**config.mk**
```make
export PLATFORM = sky130hd
export DESIGN_NAME = rotated_blit_coordinate_mapper_core
export DESIGN_NICKNAME = d
export VERILOG_FILES = /design/src/hdl/rbcm_pkg.sv /design/src/hdl/rotated_blit_coordinate_mapper_core.sv /design/src/hdl/rbcm_regs.sv /design/src/hdl/rbcm_offset.sv /design/src/hdl/rbcm_rotate.sv /design/src/hdl/rbcm_place.sv
export SDC_FILE = /design/constraint.sdc
export NUM_CORES = 2
export LEC_CHECK = 0
export BUFFER_PORTS_ARGS = -buffer_cell sky130_fd_sc_hd__buf_2
export CAP_MARGIN = 15
export CORE_AREA = 2 2 386 388
export DETAILED_ROUTE_END_ITERATION = 6
export DIE_AREA = 0 0 388 390
export PLACE_DENSITY_LB_ADDON = 0.08
export SYNTH_ARGS = -nofsm -noshare
export SYNTH_HDL_FRONTEND = slang
export SYNTH_SLANG_ARGS = --single-unit
```
**constraint.sdc**
```tcl
create_clock -name i_clk -period 13.58 [get_ports i_clk]
set_input_delay 2.037 -clock i_clk [delete_from_list [all_inputs] [get_ports i_clk]]
set_output_delay 2.037 -clock i_clk [all_outputs]
set_load 0.005 [all_outputs]
```
**src/hdl/rbcm_pkg.sv**
```systemverilog
// Shared types, widths and register codes for the rotated blit coordinate mapper.
// No dependencies; every other file of the block imports this package.
`timescale 1ns / 1ps

package rbcm_pkg;

    localparam int COORD_BITS     = 12;
    localparam int TRIG_FRAC_BITS = 14;

    // Register widths
    localparam int TRIG_W   = TRIG_FRAC_BITS + 2;
    localparam int CENTER_W = COORD_BITS + 1;
    localparam int SIZE_W   = COORD_BITS + 1;
    localparam int FLIP_W   = 2;
    localparam int CFG_DATA_W = (TRIG_W > SIZE_W) ? TRIG_W : SIZE_W;
    localparam int CFG_IDX_W  = 3;

    // Datapath widths
    localparam int RX_W   = ((COORD_BITS + 1 > CENTER_W) ? COORD_BITS + 1 : CENTER_W) + 1;
    localparam int PROD_W = RX_W + TRIG_W;
    localparam int SUM_W  = PROD_W + 1;
    localparam int ROT_W  = SUM_W - TRIG_FRAC_BITS;
    localparam int POS_W  = ((ROT_W > SIZE_W) ? ROT_W : SIZE_W) + 2;

    localparam int NSTAGE = 5;

    // Register indexes
    localparam logic [CFG_IDX_W-1:0] REG_COS      = 3'd0;
    localparam logic [CFG_IDX_W-1:0] REG_SIN      = 3'd1;
    localparam logic [CFG_IDX_W-1:0] REG_CENTER_X = 3'd2;
    localparam logic [CFG_IDX_W-1:0] REG_CENTER_Y = 3'd3;
    localparam logic [CFG_IDX_W-1:0] REG_SRC_W    = 3'd4;
    localparam logic [CFG_IDX_W-1:0] REG_SRC_H    = 3'd5;
    localparam logic [CFG_IDX_W-1:0] REG_FLIP     = 3'd6;

    localparam logic [TRIG_W-1:0] COS_RESET = TRIG_W'(1) << TRIG_FRAC_BITS;

    localparam int FLIP_H_BIT = 0;
    localparam int FLIP_V_BIT = 1;

    typedef struct packed {
        logic signed [TRIG_W-1:0]   cos_q;
        logic signed [TRIG_W-1:0]   sin_q;
        logic signed [CENTER_W-1:0] center_x;
        logic signed [CENTER_W-1:0] center_y;
        logic        [SIZE_W-1:0]   src_width;
        logic        [SIZE_W-1:0]   src_height;
        logic        [FLIP_W-1:0]   flip_mode;
    } t_cfg;

    // Per-stage load enables from the pipeline control
    typedef struct packed {
        logic [NSTAGE-1:0] adv;
    } t_pipe_ctl;

endpackage

```
**src/hdl/rotated_blit_coordinate_mapper_core.sv**
```systemverilog
// Top level of the rotated blit coordinate mapper: pipeline control and stage wiring.
// Depends on rbcm_pkg, rbcm_regs, rbcm_offset, rbcm_rotate, rbcm_place.
`timescale 1ns / 1ps

// Maps each destination pixel to the source pixel that rotates onto it (nearest
// neighbor, inverse rotation by the programmed Q2.14 cosine and sine about the
// programmed center, recentered on the source, optional mirroring). The block
// takes one item per clock while the input is not stalled and returns its result
// through a five-stage pipeline: offset, multiply, sum, scale/recenter, mirror/bounds.
// Each stage holds its own valid bit, so bubbles are squeezed out under output
// stall and the input stalls only when every stage is full. Out-of-bounds
// results carry zero source coordinates. Write registers only while the
// pipeline is empty.
module rotated_blit_coordinate_mapper_core
    import rbcm_pkg::*;
(
    input  logic                  i_clk,
    input  logic                  i_rst_n,
    input  logic                  i_cfg_we,
    input  logic [CFG_IDX_W-1:0]  i_cfg_index,
    input  logic [CFG_DATA_W-1:0] i_cfg_data,
    input  logic                  i_in_valid,
    output logic                  o_in_stall,
    input  logic [COORD_BITS-1:0] i_dst_col,
    input  logic [COORD_BITS-1:0] i_dst_row,
    output logic                  o_out_valid,
    input  logic                  i_out_stall,
    output logic                  o_in_bounds,
    output logic [COORD_BITS-1:0] o_src_col,
    output logic [COORD_BITS-1:0] o_src_row,
    output logic [COORD_BITS-1:0] o_out_dst_col,
    output logic [COORD_BITS-1:0] o_out_dst_row
);

    t_cfg      w_cfg;
    t_pipe_ctl w_ctl;

    logic [NSTAGE-1:0]     r_vld;
    logic [NSTAGE:0]       w_rdy;
    logic [NSTAGE-1:0]     w_up_vld;
    logic [COORD_BITS-1:0] r_col [NSTAGE];
    logic [COORD_BITS-1:0] r_row [NSTAGE];

    logic signed [RX_W-1:0]  w_rx, w_ry;
    logic signed [POS_W-1:0] w_x, w_y;

    // A stage may load when it is empty or its content moves on
    always_comb begin
        w_rdy[NSTAGE] = !i_out_stall;
        for (int k = NSTAGE - 1; k >= 0; k--) begin
            w_rdy[k] = !r_vld[k] || w_rdy[k+1];
        end
        w_up_vld = {r_vld[NSTAGE-2:0], i_in_valid};
        w_ctl.adv = w_up_vld & w_rdy[NSTAGE-1:0];
    end

    always_ff @(posedge i_clk) begin
        if (!i_rst_n) begin
            r_vld <= '0;
        end else begin
            for (int k = 0; k < NSTAGE; k++) begin
                if (w_rdy[k]) begin
                    r_vld[k] <= w_up_vld[k];
                end
            end
        end
    end

    // Carry the destination coordinate alongside the datapath
    always_ff @(posedge i_clk) begin
        if (w_ctl.adv[0]) begin
            r_col[0] <= i_dst_col;
            r_row[0] <= i_dst_row;
        end
        for (int k = 1; k < NSTAGE; k++) begin
            if (w_ctl.adv[k]) begin
                r_col[k] <= r_col[k-1];
                r_row[k] <= r_row[k-1];
            end
        end
    end

    rbcm_regs u_regs (
        .i_clk       (i_clk),
        .i_rst_n     (i_rst_n),
        .i_cfg_we    (i_cfg_we),
        .i_cfg_index (i_cfg_index),
        .i_cfg_data  (i_cfg_data),
        .o_cfg       (w_cfg)
    );

    rbcm_offset u_offset (
        .i_clk (i_clk),
        .i_ctl (w_ctl),
        .i_cfg (w_cfg),
        .i_col (i_dst_col),
        .i_row (i_dst_row),
        .o_rx  (w_rx),
        .o_ry  (w_ry)
    );

    rbcm_rotate u_rotate (
        .i_clk (i_clk),
        .i_ctl (w_ctl),
        .i_cfg (w_cfg),
        .i_rx  (w_rx),
        .i_ry  (w_ry),
        .o_x   (w_x),
        .o_y   (w_y)
    );

    rbcm_place u_place (
        .i_clk       (i_clk),
        .i_ctl       (w_ctl),
        .i_cfg       (w_cfg),
        .i_x         (w_x),
        .i_y         (w_y),
        .o_in_bounds (o_in_bounds),
        .o_src_col   (o_src_col),
        .o_src_row   (o_src_row)
    );

    assign o_in_stall    = !w_rdy[0];
    assign o_out_valid   = r_vld[NSTAGE-1];
    assign o_out_dst_col = r_col[NSTAGE-1];
    assign o_out_dst_row = r_row[NSTAGE-1];

endmodule

```
**src/hdl/rbcm_regs.sv**
```systemverilog
// Configuration register file of the coordinate mapper.
// Depends on rbcm_pkg.
`timescale 1ns / 1ps

module rbcm_regs
    import rbcm_pkg::*;
(
    input  logic                  i_clk,
    input  logic                  i_rst_n,
    input  logic                  i_cfg_we,
    input  logic [CFG_IDX_W-1:0]  i_cfg_index,
    input  logic [CFG_DATA_W-1:0] i_cfg_data,
    output t_cfg                  o_cfg
);

    t_cfg r_cfg;

    always_ff @(posedge i_clk) begin
        if (!i_rst_n) begin
            r_cfg.cos_q      <= COS_RESET;
            r_cfg.sin_q      <= '0;
            r_cfg.center_x   <= '0;
            r_cfg.center_y   <= '0;
            r_cfg.src_width  <= '0;
            r_cfg.src_height <= '0;
            r_cfg.flip_mode  <= '0;
        end else if (i_cfg_we) begin
            case (i_cfg_index)
                REG_COS:      r_cfg.cos_q      <= i_cfg_data[TRIG_W-1:0];
                REG_SIN:      r_cfg.sin_q      <= i_cfg_data[TRIG_W-1:0];
                REG_CENTER_X: r_cfg.center_x   <= i_cfg_data[CENTER_W-1:0];
                REG_CENTER_Y: r_cfg.center_y   <= i_cfg_data[CENTER_W-1:0];
                REG_SRC_W:    r_cfg.src_width  <= i_cfg_data[SIZE_W-1:0];
                REG_SRC_H:    r_cfg.src_height <= i_cfg_data[SIZE_W-1:0];
                REG_FLIP:     r_cfg.flip_mode  <= i_cfg_data[FLIP_W-1:0];
                default: ;    // drop writes past the last register
            endcase
        end
    end

    assign o_cfg = r_cfg;

endmodule

```
**src/hdl/rbcm_offset.sv**
```systemverilog
// Stage 0: offset of the destination pixel from the rotation center.
// Depends on rbcm_pkg.
`timescale 1ns / 1ps

module rbcm_offset
    import rbcm_pkg::*;
(
    input  logic                   i_clk,
    input  t_pipe_ctl              i_ctl,
    input  t_cfg                   i_cfg,
    input  logic [COORD_BITS-1:0]  i_col,
    input  logic [COORD_BITS-1:0]  i_row,
    output logic signed [RX_W-1:0] o_rx,
    output logic signed [RX_W-1:0] o_ry
);

    logic signed [RX_W-1:0] r_rx;
    logic signed [RX_W-1:0] r_ry;
    logic signed [RX_W-1:0] n_rx;
    logic signed [RX_W-1:0] n_ry;

    always_comb begin
        n_rx = RX_W'(signed'({1'b0, i_col})) - RX_W'(i_cfg.center_x);
        n_ry = RX_W'(signed'({1'b0, i_row})) - RX_W'(i_cfg.center_y);
    end

    always_ff @(posedge i_clk) begin
        if (i_ctl.adv[0]) begin
            r_rx <= n_rx;
            r_ry <= n_ry;
        end
    end

    assign o_rx = r_rx;
    assign o_ry = r_ry;

endmodule

```
**src/hdl/rbcm_rotate.sv**
```systemverilog
// Stages 1-3: inverse rotation products, sums, truncation and recentering.
// Depends on rbcm_pkg.
`timescale 1ns / 1ps

module rbcm_rotate
    import rbcm_pkg::*;
(
    input  logic                    i_clk,
    input  t_pipe_ctl               i_ctl,
    input  t_cfg                    i_cfg,
    input  logic signed [RX_W-1:0]  i_rx,
    input  logic signed [RX_W-1:0]  i_ry,
    output logic signed [POS_W-1:0] o_x,
    output logic signed [POS_W-1:0] o_y
);

    localparam logic signed [SUM_W-1:0] FRAC_MASK = SUM_W'((1 << TRIG_FRAC_BITS) - 1);

    logic signed [PROD_W-1:0] r_xc, r_ys, r_yc, r_xs;
    logic signed [SUM_W-1:0]  r_sx, r_sy;
    logic signed [POS_W-1:0]  r_x, r_y;

    logic signed [SUM_W-1:0]  n_bx, n_by;
    logic signed [ROT_W-1:0]  n_tx, n_ty;
    logic signed [POS_W-1:0]  n_hw, n_hh;

    // Stage 1: four products
    always_ff @(posedge i_clk) begin
        if (i_ctl.adv[1]) begin
            r_xc <= PROD_W'(i_rx) * PROD_W'(i_cfg.cos_q);
            r_ys <= PROD_W'(i_ry) * PROD_W'(i_cfg.sin_q);
            r_yc <= PROD_W'(i_ry) * PROD_W'(i_cfg.cos_q);
            r_xs <= PROD_W'(i_rx) * PROD_W'(i_cfg.sin_q);
        end
    end

    // Stage 2: rotated sums
    always_ff @(posedge i_clk) begin
        if (i_ctl.adv[2]) begin
            r_sx <= SUM_W'(r_xc) + SUM_W'(r_ys);
            r_sy <= SUM_W'(r_yc) - SUM_W'(r_xs);
        end
    end

    // Stage 3: scale down toward zero, then add half the source size
    always_comb begin
        n_bx = r_sx + (r_sx[SUM_W-1] ? FRAC_MASK : '0);
        n_by = r_sy + (r_sy[SUM_W-1] ? FRAC_MASK : '0);
        n_tx = ROT_W'(n_bx >>> TRIG_FRAC_BITS);
        n_ty = ROT_W'(n_by >>> TRIG_FRAC_BITS);
        n_hw = POS_W'(signed'({1'b0, i_cfg.src_width[SIZE_W-1:1]}));
        n_hh = POS_W'(signed'({1'b0, i_cfg.src_height[SIZE_W-1:1]}));
    end

    always_ff @(posedge i_clk) begin
        if (i_ctl.adv[3]) begin
            r_x <= POS_W'(n_tx) + n_hw;
            r_y <= POS_W'(n_ty) + n_hh;
        end
    end

    assign o_x = r_x;
    assign o_y = r_y;

endmodule

```
**src/hdl/rbcm_place.sv**
```systemverilog
// Stage 4: mirroring, bounds check and the result register.
// Depends on rbcm_pkg.
`timescale 1ns / 1ps

module rbcm_place
    import rbcm_pkg::*;
(
    input  logic                    i_clk,
    input  t_pipe_ctl               i_ctl,
    input  t_cfg                    i_cfg,
    input  logic signed [POS_W-1:0] i_x,
    input  logic signed [POS_W-1:0] i_y,
    output logic                    o_in_bounds,
    output logic [COORD_BITS-1:0]   o_src_col,
    output logic [COORD_BITS-1:0]   o_src_row
);

    localparam logic signed [POS_W-1:0] ONE = POS_W'(1);

    logic signed [POS_W-1:0] n_w, n_h, n_fx, n_fy;
    logic                    n_in;
    logic                    r_in;
    logic [COORD_BITS-1:0]   r_col, r_row;

    always_comb begin
        n_w  = POS_W'(signed'({1'b0, i_cfg.src_width}));
        n_h  = POS_W'(signed'({1'b0, i_cfg.src_height}));
        n_fx = i_cfg.flip_mode[FLIP_H_BIT] ? (n_w - ONE - i_x) : i_x;
        n_fy = i_cfg.flip_mode[FLIP_V_BIT] ? (n_h - ONE - i_y) : i_y;
        n_in = !n_fx[POS_W-1] && (n_fx < n_w) && !n_fy[POS_W-1] && (n_fy < n_h);
    end

    always_ff @(posedge i_clk) begin
        if (i_ctl.adv[4]) begin
            r_in  <= n_in;
            r_col <= n_in ? n_fx[COORD_BITS-1:0] : '0;
            r_row <= n_in ? n_fy[COORD_BITS-1:0] : '0;
        end
    end

    assign o_in_bounds = r_in;
    assign o_src_col   = r_col;
    assign o_src_row   = r_row;

endmodule

```
* After elaboration in Yosys (flattened, before gate mapping)
Memories as Yosys holds them, arrays and structs flattened. Index checks and enable logic that the tools add are counted.
Word-level totals: bits in registers 364, bits in latches 0, bits in writable memories 120, ROM bits 0, bits of input ports 48, memories 2
Memory list:
- r_col | words 5, width 12, read ports 5, clocked after Yosys merged registers in 0, write ports 5, RTL line rotated_blit_coordinate_mapper_core.sv:41 | logic [COORD_BITS-1:0] r_col [NSTAGE];
- r_row | words 5, width 12, read ports 5, clocked after Yosys merged registers in 0, write ports 5, RTL line rotated_blit_coordinate_mapper_core.sv:42 | logic [COORD_BITS-1:0] r_row [NSTAGE];
Operators by class: add/subtract/negate cells 12, $mul 4, div/mod/pow operators 0, $lt $le $gt $ge 2, eq/ne operators 6, shift operators 0, muxes and demuxes 14, bitwise gates (word level) 1, reductions and logical operators 25
Operator list (count):
- 14-bit by 16-bit multiplier with 30-bit output | 4
- 31-bit by 14-bit adder with 31-bit output | 2
- 19-bit by 14-bit less-than comparator with 1-bit output | 2
- 19-bit 2-to-1 mux | 2
- 19-bit subtractor | 2
- 17-bit by 13-bit adder with 18-bit output | 2
- 30-bit by 30-bit adder with 31-bit output | 1
- 30-bit by 30-bit subtractor with 31-bit output | 1
- 14-bit 2-to-1 mux | 2
- 13-bit by 1-bit subtractor with 14-bit output (second input constant) | 2
- 13-bit by 13-bit subtractor with 14-bit output | 2
- 2-bit AND reduction | 7
- 1-bit 2-to-1 mux | 10
- 3-bit equality test (second input constant) | 3
- 1-bit zero test | 9
- 3-bit by 2-bit equality test with 1-bit output (second input constant) | 2
- 5-bit bitwise AND | 1
- 1-bit logical OR | 5
- 3-bit by 1-bit equality test with 1-bit output (second input constant) | 1
- 1-bit logical AND | 3
- 3-bit zero test | 1

* Logic depth before layout (Yosys ltp)
depth after elaboration 9, mapped depth 25

* Cells and area by module
Synthesis repeated with hierarchy kept, for this count alone.
Unflattened totals: cells, all modules 5936, area, all modules 59110.4 µm²
By module, submodules not included:
- rbcm_rotate | times used 1, cells an instance 4727, area an instance 45492.4 µm², seq. area each 6546.3 µm²
- rbcm_place | times used 1, cells an instance 540, area an instance 4453.0 µm², seq. area each 750.7 µm²
- rotated_blit_coordinate_mapper_core | times used 1, cells an instance 170, area an instance 4008.8 µm², seq. area each 3703.6 µm²
- rbcm_regs | times used 1, cells an instance 303, area an instance 3140.5 µm², seq. area each 1721.7 µm²
- rbcm_offset | times used 1, cells an instance 196, area an instance 2015.7 µm², seq. area each 840.8 µm²

* Worst setup path after synthesis
OpenSTA, ideal clock, no wires.
kind input port to flip-flop, from input i_out_stall, to memory r_col[1][0], in the netlist r_col[0][12], enable pin, arrival 12.823 ns, data required time 12.712 ns, path slack -0.111 ns, cell stages on the path 3, path buffers 0, cells stage by stage and3_1 and2_1 a21boi_0
RTL lines:
- start, declared | RTL line rotated_blit_coordinate_mapper_core.sv:27 | input logic i_out_stall,
- end, declared | RTL line rotated_blit_coordinate_mapper_core.sv:41

* Worst setup path in the final report
from register u_offset.r_ry[13], in the netlist u_offset.o_ry[13], to register u_rotate.r_ys[28] (data pin)
Between the ends: word-level cells in the longest chain between the ends 1
Ends and longest elaborated chain:
- start, declared | RTL line rbcm_offset.sv:18 | logic signed [RX_W-1:0] r_ry;
- start signal, assigned | RTL line rbcm_offset.sv:30 | r_ry <= n_ry;
- 14-bit by 16-bit multiplier with 30-bit output | RTL line rbcm_rotate.sv:31 | r_ys <= PROD_W'(i_ry) * PROD_W'(i_cfg.sin_q);
- end signal, assigned | RTL line rbcm_rotate.sv:31
- end, declared | RTL line rbcm_rotate.sv:19 | logic signed [PROD_W-1:0] r_xc, r_ys, r_yc, r_xs;
Every way passes these cells. A chain may end at the register's enable or synchronous reset.

==> results.toml <==
[worst_hold_path]
min_from = "r_col[0][12]"
holdCritPathClass = "flip-flop to flip-flop"
hold-path-endpoint = "r_col[0][24]"
holdPathStages = 0

[placement]
place.gp.congestion = 0.854
dp_hpwl_mm = 115
dp_cells = 7811
io_buffers = 98

[sta]
hold_violations = 0
worstMarginPinSlew_ns = 1.12
fin_worst_skew_ns = 0.0229
finalSetupViolCount = 0
fin_crit_sh_pct = 52.0
slew_viol_final = 0
fmax_mhz = 142
tns_ns = 0
slew_headroom_pct = 24.7
rsz0062_at_grt = "false"
holdWs_ns = 0.415
min_period_ns = 7.06

[logic_synthesis]
synth_area_leader_cell = "fa_1"
ys_warn_count = 0
synth_edf_count = 391
synthDistinctLibCells = 82
synthArstFlopShare_pct = 0
ys_ff_latch = 482
synth.most_common_cell = "inv_1"
synthFlopType = "edfxtp_1"
synth.area.top_cells = "fa_1, edfxtp_1, ha_1, inv_1, and2_1"
synthTopCellsByCount = "inv_1, fa_1, nand2_1, ha_1, and2_1"
avgSynthCellArea_um2 = 9.82
synth-seq-area-share_pct = 23.2
netlist_instances = 5951
netlist.area_leader.share_pct = 30.3
netlist_area_um2 = 58400
syn-num-nets = 7365

[cts]
clock_sinks = 482
cts_hold_buf = 0
clockRootBuffer = "clkbuf_16"
clkTransAtPathRegs_ns = 0.06
cts_tree = "yes"
cts_setup_buffers = 0
clock_latency_ns = 0.67
clock_path_buffers = 3
htree_levels = 2
ctsResizeCount = 0
cts_buffers = 57

[critical_path]
cpMostUsedCell = "fa_1"
cp_num_buf_inv = 6
r2r_end = "u_rotate.r_ys[28]"
crit_arrival_ns = 7.47
worst-setup-path-type = "flip-flop to flip-flop"
cpPeakStageDelay_ns = 0.74
reg2reg_depth = 21
cp_top_family = "adder cells"
rr_startpoint = "u_offset.o_ry[13]"
cp-end-kind = "flip-flop"
cp.required_ns = 13.99
r2r_slack_ns = 6.52
cp_max_fo = 13
crit_chain = "buf_4, inv_1, buf_4, fa_1, fa_1, inv_1, fa_1, fa_1, fa_1, inv_1, fa_1, inv_1, ha_1, and3_1, nand3_1, a2111oi_0, o211ai_1, a31o_2, o21ai_1, a221oi_1, xnor2_1"
startpoint_type = "flip-flop"
cp_slowest_cell = "a2111oi_0"

[die]
die_area_um2 = 151000
core_um2 = 147000
start_util_pct = 39.7
ios = 99
die_h_um = 390
die_x_um = 388
rows = 141

[routing]
vias = 39500
first_iter_violations = 2287
routedWlPerCell_um = 18.8
firstDrtPassIters = 7
viasPerCell = 4.99
drcViolationCount = 0
wl_mm = 149
ant_nets = 0

[finish]
area.growth.synth_to_final_pct = 7.64
final_cells = 7915
drive_gt1_share_pct = 5.16
finish.utilization_pct = 42.7
finalNetCount = 7355

[power_and_ir_drop]
power_density_nw_per_um2 = 95.1
cellLeakagePower_uw = 0.0292
peakVddDrop_v = 0.0000980
power_uw = 5980

[global_route]
gr-total-overflow = 0
grt_start_max_net_pins = 92
grt_usage_pct = 20.3
antenna_found_initial = 10
grt_pass1_wl_mm = 238
first_global_vias = 40400

[run]
cap_viol_max_count = 0

[run_status]
status = "completed"
-- area by class of cell --
class | count | area [µm²]
tap | 1930 | 2410
multi-input combinational | 4029 | 39400
clock buffer | 67 | 1510
antenna | 2 | 5.00
sequential | 482 | 13600
fill | 14500 | 84300
inverter | 1198 | 4500
clock inverter | 34 | 428
timing repair buffer | 173 | 1070
-- kinds of logic (layout without fill, tap and decap cells) --
logic type	after synthesis	in the layout	share of synthesized area (%)
AND/OR/NAND/NOR	1635	1635	13.9
buffers and inverters	1440	1472	9.42
adder cells (fa/ha/maj)	1370	1370	40.7
AO/OA/AOI/OAI	722	722	8.19
flip-flops	482	482	23.2
XOR/XNOR	286	286	4.29
multiplexers	16	16	0.274
other	0	2	0
-- metrics by stage --
stage	setup WS [ns]	area [µm²]
floorplan	3.69	58400
global route	6.15	62900
detailed placement	6.49	60900
global placement	6.51	60900
finish	6.52	62900
CTS	6.49	62900
-- layer usage --
| metal | routed length (µm) | up-vias | GRT usage [%] | part of all wire [%] |
|---|---|---|---|---|
| met5 | 0 | - | 0 | 0 |
| met4 | 2640 | 0 | 3.95 | 1.8 |
| met3 | 5810 | 103 | 1.76 | 3.9 |
| met2 | 71800 | 717 | 34.3 | 48 |
| met1 | 68500 | 20000 | 28.7 | 46 |
| li1 | - | 18600 | - | - |
-- power by group --
part | internal [µW] | switching, µW
logic | 949 | 1560
registers | 1800 | 64.7
clock network | 942 | 667
-- layout by cell type, fill, tap and decap left out, types with 52 or more instances in the layout --
cell	n
and2_1	476
clkbuf_16	58
a21oi_1	177
a21boi_0	93
buf_2	98
edfxtp_1	391
dfxtp_1	89
nand3_1	53
ha_1	482
inv_1	1198
nand2_1	647
nor2_1	211
xnor2_1	234
buf_4	74
fa_1	884
a21o_1	77
o21ai_0	120
xor2_1	52
-- state kept, by name, summed over array words and instances (netlist names), 18 cells and up --
name	cells
u_rotate.r_sx	31
u_rotate.r_ys	30
u_rotate.r_yc	30
u_regs.o_cfg	86
u_rotate.r_sy	31
r_col	60
r_row	60
u_rotate.o_y	18
u_rotate.r_xc	30
u_rotate.r_xs	30
u_rotate.o_x	18
-- worst max-delay path by stage --
| stage | startpoint | endpoint | slack (ns) | depth (start not counted) |
|---|---|---|---|---|
| after floorplan | i_out_stall | r_col[0][12] | 3.69 | 3 |
| after global placement | u_offset.o_rx[13] | u_rotate.r_xc[28] | 6.51 | 20 |
| after detailed placement | u_offset.o_rx[13] | u_rotate.r_xc[28] | 6.49 | 20 |
| after CTS | u_offset.o_rx[13] | u_rotate.r_xc[28] | 6.49 | 20 |
| after global routing | u_offset.o_rx[7] | u_rotate.r_xc[29] | 6.15 | 21 |
| final | u_offset.o_ry[13] | u_rotate.r_ys[28] | 6.52 | 21 |
-- worst register-to-register path, cell delays in order (launching register included) --
cell	delay, ns
edfxtp_1	0.35
buf_4	0.19
inv_1	0.43
buf_4	0.33
fa_1	0.45
fa_1	0.54
inv_1	0.05
fa_1	0.48
fa_1	0.51
fa_1	0.49
inv_1	0.05
fa_1	0.47
inv_1	0.04
ha_1	0.35
and3_1	0.23
nand3_1	0.08
a2111oi_0	0.74
o211ai_1	0.29
a31o_2	0.31
o21ai_1	0.20
a221oi_1	0.12
xnor2_1	0.13
(Power assumes the default switching activity.)
